`src/hdl/iiht_pkg.sv`:
```
`timescale 1ns / 1ps
// ----------------------------------------------------------------------------
// iiht_pkg
// types and codes shared by the identifier intern hash table modules
// ----------------------------------------------------------------------------
package iiht_pkg;

  // actions
  localparam logic [1:0] ACT_GET_OR_ADD = 2'd0;
  localparam logic [1:0] ACT_GET_ONLY   = 2'd1;
  localparam logic [1:0] ACT_KEY_ONLY   = 2'd2;
  localparam logic [1:0] ACT_KEY_PTR    = 2'd3;

  // configuration register indexes
  localparam logic CFG_LENGTH_SHIFT = 1'b0;
  localparam logic CFG_SLOT_LOG2    = 1'b1;

  localparam int unsigned PTR_BIAS = 4;

  typedef enum logic [2:0] {
    ST_FOUND     = 3'd0,
    ST_ADDED     = 3'd1,
    ST_NOTFOUND  = 3'd2,
    ST_TABLEFULL = 3'd3,
    ST_STOREFULL = 3'd4,
    ST_BADKEY    = 3'd5
  } status_e;

  typedef struct packed {
    logic [1:0]  action;
    logic [31:0] key;
    logic [7:0]  id_char;
    logic        char_valid;
    logic [15:0] query_pointer;
    logic        last;
  } item_t;

  typedef struct packed {
    logic [2:0]  status;
    logic [15:0] pointer;
    logic [9:0]  slot_index;
    logic [9:0]  entries_used;
  } result_t;

  // controller to datapath
  typedef struct packed {
    logic    take_item;
    logic    init_probe;
    logic    next_slot;
    logic    start_cmp;
    logic    inc_i;
    logic    start_add;
    logic    wr_add;
    logic    commit;
    logic    clear_step;
    logic    set_result;
    status_e res_status;
    logic    finish;
  } cmd_t;

  // datapath to controller
  typedef struct packed {
    logic [1:0] action;
    logic       bad;
    logic       exhausted;
    logic       empty;
    logic       key_eq;
    logic       ptr_eq;
    logic       store_ok;
    logic       range_ok;
    logic       cmp_done;
    logic       byte_eq;
    logic       add_done;
    logic       clear_done;
  } stat_t;

endpackage

```
`src/hdl/iiht_ctrl.sv`:
```
`timescale 1ns / 1ps
// ----------------------------------------------------------------------------
// iiht_ctrl
// sequencer for clearing, probing, string compare and string append
// ----------------------------------------------------------------------------
module iiht_ctrl (
  input  logic           clk_i,
  input  logic           rst_ni,
  input  logic           start,
  input  logic           item_last_i,
  input  iiht_pkg::stat_t stat_i,
  output iiht_pkg::cmd_t  cmd_o,
  output logic           busy,
  output logic           result_valid_o
);

  typedef enum logic [10:0] {
    S_CLEAR  = 11'b000_0000_0001,
    S_IDLE   = 11'b000_0000_0010,
    S_CHECK  = 11'b000_0000_0100,
    S_PROBE  = 11'b000_0000_1000,
    S_SLOT   = 11'b000_0001_0000,
    S_CMP_RD = 11'b000_0010_0000,
    S_CMP_EV = 11'b000_0100_0000,
    S_ADD_RD = 11'b000_1000_0000,
    S_ADD_WR = 11'b001_0000_0000,
    S_COMMIT = 11'b010_0000_0000,
    S_RESULT = 11'b100_0000_0000
  } state_e;

  state_e state_q, state_d;

  always_ff @(posedge clk_i or negedge rst_ni) begin
    if (!rst_ni) begin
      state_q <= S_CLEAR;
    end else begin
      state_q <= state_d;
    end
  end

  always_comb begin
    state_d = state_q;
    cmd_o = '0;
    cmd_o.res_status = iiht_pkg::ST_NOTFOUND;
    unique case (state_q)
      S_CLEAR: begin
        cmd_o.clear_step = 1'b1;
        if (stat_i.clear_done) state_d = S_IDLE;
      end
      S_IDLE: begin
        if (start) begin
          cmd_o.take_item = 1'b1;
          if (item_last_i) state_d = S_CHECK;
        end
      end
      S_CHECK: begin
        if (stat_i.bad) begin
          cmd_o.set_result = 1'b1;
          cmd_o.res_status = iiht_pkg::ST_BADKEY;
          state_d = S_RESULT;
        end else begin
          cmd_o.init_probe = 1'b1;
          state_d = S_PROBE;
        end
      end
      S_PROBE: begin
        if (stat_i.exhausted) begin
          cmd_o.set_result = 1'b1;
          if (stat_i.action == iiht_pkg::ACT_GET_OR_ADD) begin
            cmd_o.res_status = iiht_pkg::ST_TABLEFULL;
          end else begin
            cmd_o.res_status = iiht_pkg::ST_NOTFOUND;
          end
          state_d = S_RESULT;
        end else begin
          state_d = S_SLOT;
        end
      end
      S_SLOT: begin
        if (stat_i.empty) begin
          if (stat_i.action == iiht_pkg::ACT_GET_OR_ADD) begin
            if (stat_i.store_ok) begin
              cmd_o.start_add = 1'b1;
              state_d = S_ADD_RD;
            end else begin
              cmd_o.set_result = 1'b1;
              cmd_o.res_status = iiht_pkg::ST_STOREFULL;
              state_d = S_RESULT;
            end
          end else begin
            cmd_o.set_result = 1'b1;
            cmd_o.res_status = iiht_pkg::ST_NOTFOUND;
            state_d = S_RESULT;
          end
        end else if (stat_i.key_eq &&
                     (stat_i.action == iiht_pkg::ACT_KEY_ONLY ||
                      (stat_i.action == iiht_pkg::ACT_KEY_PTR && stat_i.ptr_eq))) begin
          cmd_o.set_result = 1'b1;
          cmd_o.res_status = iiht_pkg::ST_FOUND;
          state_d = S_RESULT;
        end else if (stat_i.key_eq && stat_i.range_ok &&
                     (stat_i.action == iiht_pkg::ACT_GET_OR_ADD ||
                      stat_i.action == iiht_pkg::ACT_GET_ONLY)) begin
          cmd_o.start_cmp = 1'b1;
          state_d = S_CMP_RD;
        end else begin
          cmd_o.next_slot = 1'b1;
          state_d = S_PROBE;
        end
      end
      S_CMP_RD: begin
        if (stat_i.cmp_done) begin
          cmd_o.set_result = 1'b1;
          cmd_o.res_status = iiht_pkg::ST_FOUND;
          state_d = S_RESULT;
        end else begin
          state_d = S_CMP_EV;
        end
      end
      S_CMP_EV: begin
        if (stat_i.byte_eq) begin
          cmd_o.inc_i = 1'b1;
          state_d = S_CMP_RD;
        end else begin
          cmd_o.next_slot = 1'b1;
          state_d = S_PROBE;
        end
      end
      S_ADD_RD: begin
        state_d = stat_i.add_done ? S_COMMIT : S_ADD_WR;
      end
      S_ADD_WR: begin
        cmd_o.wr_add = 1'b1;
        state_d = S_ADD_RD;
      end
      S_COMMIT: begin
        cmd_o.commit = 1'b1;
        cmd_o.set_result = 1'b1;
        cmd_o.res_status = iiht_pkg::ST_ADDED;
        state_d = S_RESULT;
      end
      S_RESULT: begin
        cmd_o.finish = 1'b1;
        state_d = S_IDLE;
      end
      default: state_d = S_CLEAR;
    endcase
  end

  assign busy = (state_q != S_IDLE);
  assign result_valid_o = (state_q == S_RESULT);

endmodule

```
`config.mk`:
```
export PLATFORM = sky130hd
export DESIGN_NAME = iiht_ctrl
export DESIGN_NICKNAME = d
export VERILOG_FILES = /design/src/hdl/iiht_pkg.sv /design/src/hdl/iiht_ctrl.sv
export SDC_FILE = /design/constraint.sdc
export NUM_CORES = 1
export LEC_CHECK = 0
export BUFFER_PORTS_ARGS = -buffer_cell sky130_fd_sc_hd__buf_2
export CORE_MARGIN = 2
export CORE_UTILIZATION = 44
export CTS_BUF_LIST = sky130_fd_sc_hd__clkbuf_4 sky130_fd_sc_hd__clkbuf_8
export DETAILED_ROUTE_END_ITERATION = 6
export PLACE_DENSITY = 0.82
export SLEW_MARGIN = 15
export SYNTH_ARGS = -nofsm -noshare
export SYNTH_HDL_FRONTEND = slang
export SYNTH_SLANG_ARGS = --single-unit
```
`constraint.sdc`:
```
create_clock -name clk_i -period 2.3 [get_ports clk_i]
set_clock_uncertainty 0.05 [all_clocks]
set_input_delay 0.345 -clock clk_i [delete_from_list [all_inputs] [get_ports clk_i]]
set_output_delay 0.345 -clock clk_i [all_outputs]
set_load 0.02 [all_outputs]
```
==> key figures <==
Logic synthesis
  – Synthesis Warnings: 0
  – Cells after Synth: 91
  – Synth Register Bits: 11
  – Synth cell count leaders: 10 x dfrtp_1, 9 x nor2_1, 5 x a21oi_1, 5 x nand2_1, 5 x nand4b_1
  – Post-synth EDFFs: 0
  – Mean post-synth cell area: 8.70 um2
  – Most common cell in the synthesized netlist: dfrtp_1
  – Unique cell type count in the Yosys netlist: 39
  – Top cell type's share of synthesized area: 0.316
  – Sequential area share after synthesis: 0.349
  – Ys async rst share: 1.00
  – Post-synth top flop: dfrtp_1
  – Area leader, netlist: dfrtp_1
  – Net Count, Synth: 108
  – Syn Std Cell Area: 792 um2
  – Synth area leaders: dfrtp_1 32%, nand4b_1 5.5%, nor2_1 4.3%, and4b_1 3.8%, dfstp_2 3.3%

Cells and area
  – Fin area: 1570 um2
  – Max FFs per register: 11
  – Fin cells: 183
  – Area Growth Syn to Fin: 97.6%
  – Number of diodes: 0
  – Top flop regs: state_q x11
  – Final #Nets: about 180
  – Biggest register: state_q
  – Fraction of layout cells with a size suffix above 1: 0.665
  – Filler cells: 67

Worst setup path
  – R2R setup slack: -0.29 ns
  – Setup crit end: cmd_o[2]
  – CP startpoint kind: flop
  – FF-to-FF path depth: 7
  – CP peak stage delay: ~0.66 ns
  – Worst path cell trace: buf_4 -> buf_6 -> buf_4 -> or4b_2 -> nor3_4 -> nor2_1 -> nand4b_1 -> nand4b_1 -> buf_4
  – Worst Setup SP: state_q[5]$_DFFE_PN0P_
  – Critical path peak fanout: 2
  – Critical R2R Launch: state_q[5]$_DFFE_PN0P_
  – R2R Path End: state_q[2]$_DFFE_PN0P_
  – Data arrival, critical path: 2.39 ns
  – Crit-path slowest cell: or4b_2
  – Crit. End Element: output port
  – Kind of critical path: flop to output port
  – Worst path required time: approximately 1.9 ns
  – Most frequent CP cell: buf_4

Placement
  – Post-detailed-placement half-perimeter wirelength: 1980 um
  – Placed cell area: 1160 um2
  – PortBufs: 32
  – Global placer's final weighted congestion: 0.903
  – Placed insts: around 170

Timing
  – Max Clk Rate: 0.359 GHz
  – Rel. slew slack: 0.671
  – Final setup vio count: 19
  – Max Slew Vio Count: 0
  – Endpoints failing hold: 0
  – Final min period: 2.79 ns
  – Hold slack final: 0.177 ns
  – Setup slack after layout: -0.486 ns
  – Setup TNS: -4.80 ns
  – Crit share post-route: 1.21
  – RSZ-0062 raised after global routing: true
  – Measured slew at the worst slew-check pin: 0.487 ns

Power
  – Max rail drop VDD: 0.373 mV
  – Lkg Pwr: 0.762 nW
  – P per Cell Area: 668 nW/um2
  – Total power: between 1 and 1.5 mW

GRT
  – Pin count of the biggest net entering global routing: 12
  – Total GRT Usage: 0.306
  – Initial antenna violation count: 0
  – Vias in the first global route: 987
  – First-pass GRT wire length: 4500 um
  – Remaining global-route overflow: 0

Drt
  – First-pass DRT Iterations: 4
  – Via/cell ratio: 6.06
  – DR WL/cell: 19.9 um
  – Routed via count: about 1100
  – DRT Wirelength: 3640 um
  – Post-route ant nets: 0
  – DR iter-0 viols: 26
  – Drt drc: 0

Floorplan
  – Die X: 46.4 um
  – Die Ht: roughly 46 um
  – # rows: 15
  – Core Area: roughly 1700 um2
  – Die ar.: about 2200 um2
  – Starting density of the core: 0.464
  – I/O Pins: 33

Clocking
  – Clock sinks: 11
  – H-tree depth: 1
  – TritonCTS clock tree: yes
  – Skew-Pair Late Insertion Delay: 0.28 ns
  – Maximum buffer depth of the clock tree: 2
  – Clock root cell: clkbuf_4
  – Clock-pin slew on the worst setup and hold paths: 0.09 ns
  – CTS buffer count: 3

Outcome
  – Status: finished with violations
  – Failing checks: setup timing

Worst hold path
  – Hold Path Class: primary input to flop

Job
  – Max_cap viols: 0
[timing repair]
| item | CTS | global route |
|---|---|---|
| setup endpoints to repair | 18 | 19 |
| hold endpoints to repair | 10 | 0 |
| pin swaps | 11 | 8 |
| buffers inserted | 5 | 7 |
| hold buffers | 1 | 0 |
| resized for setup | 45 | 24 |
[where the power goes]
part / switching, mW / total, mW / internal (mW)
Sequential: 0.0319 / 0.257 / 0.225
Clock: 0.0834 / 0.148 / 0.0647
Combinational: 0.324 / 0.641 / 0.316
[critical path, delay by kind of cell, from the launching register on]
| family | cells | cell delay, ns |
|---|---|---|
| buf+inv | 4 | 0.51 |
| simple gates | 5 | 1.21 |
| flops | 1 | 0.39 |
[worst min path at each step]
| stage | startpoint | to | depth (start not counted) |
|---|---|---|---|
| 6_report | stat_i[9] | state_q[4]$_DFFE_PN0P_ | 2 |
| 5_1_grt | stat_i[9] | state_q[4]$_DFFE_PN0P_ | 2 |
| 4_1_cts | stat_i[1] | state_q[8]$_DFFE_PN0P_ | 2 |
| 3_5_place_dp | rst_ni | state_q[2]$_DFFE_PN0P_ | 1 |
| 3_3_place_gp | rst_ni | state_q[2]$_DFFE_PN0P_ | 1 |
| 2_1_floorplan | rst_ni | state_q[10]$_DFFE_PN0P_ | 0 |
[kinds of logic (layout without fill, tap and decap cells)]
kind of cell / Yosys count / in the layout / share of synthesized area
buffers and inverters: 7 / 74 / 0.0395
flip-flops: 11 / 11 / 0.349
AO/OA/AOI/OAI: 15 / 15 / 0.114
multiplexers: 1 / 1 / 0.0126
AND/OR/NAND/NOR: 56 / 56 / 0.474
XOR/XNOR: 1 / 1 / 0.0111
[stage by stage]
| step | utilization | setup WS (ns) |
|---|---|---|
| after detailed placement | 0.681 | -0.138 |
| final | 0.916 | -0.486 |
| after global routing | 0.916 | -0.523 |
| after global placement | 0.681 | -0.100 |
| after CTS | 0.826 | -0.390 |
| after floorplan | - | -0.111 |
[final cells by class]
cell class,instances,area [um2],share of cell area
clock inverters,1,5.00,0.00320
clock buffers,3,22.5,0.0144
inverters,4,15.0,0.00959
well taps,25,31.3,0.0200
repair buffers,66,534,0.341
flip-flops and latches,11,277,0.177
multi-input cells,73,681,0.435
[cell usage in the layout, fill, tap and decap left out, types with 2 or more instances in the layout]
cell	count
buf_4	27
buf_6	21
buf_2	17
dfrtp_1	10
nor2_1	7
nand4b_1	5
nand2_1	4
a21oi_1	4
or4_4	3
nor3_4	3
nand2b_1	3
nand4_1	3
clkbuf_4	3
nor4_4	2
nor2b_1	2
and3_4	2
inv_2	2
nor2_4	2
or4b_4	2
inv_1	2
and4b_1	2
o21ai_2	2
a31oi_1	2
or2_2	2
[per-layer routing]
| metal | share of wire | wire [um] | vias to the layer above | GRT usage |
|---|---|---|---|---|
| met5 | 0 | 0 | - | 0 |
| met4 | 0.037 | 133 | 0 | 0.0914 |
| met3 | 0.058 | 212 | 18 | 0.0941 |
| met2 | 0.55 | 1990 | 62 | 0.564 |
| met1 | 0.36 | 1310 | 541 | 0.328 |
| li1 | - | - | 488 | - |
(Power assumes the default switching activity.)
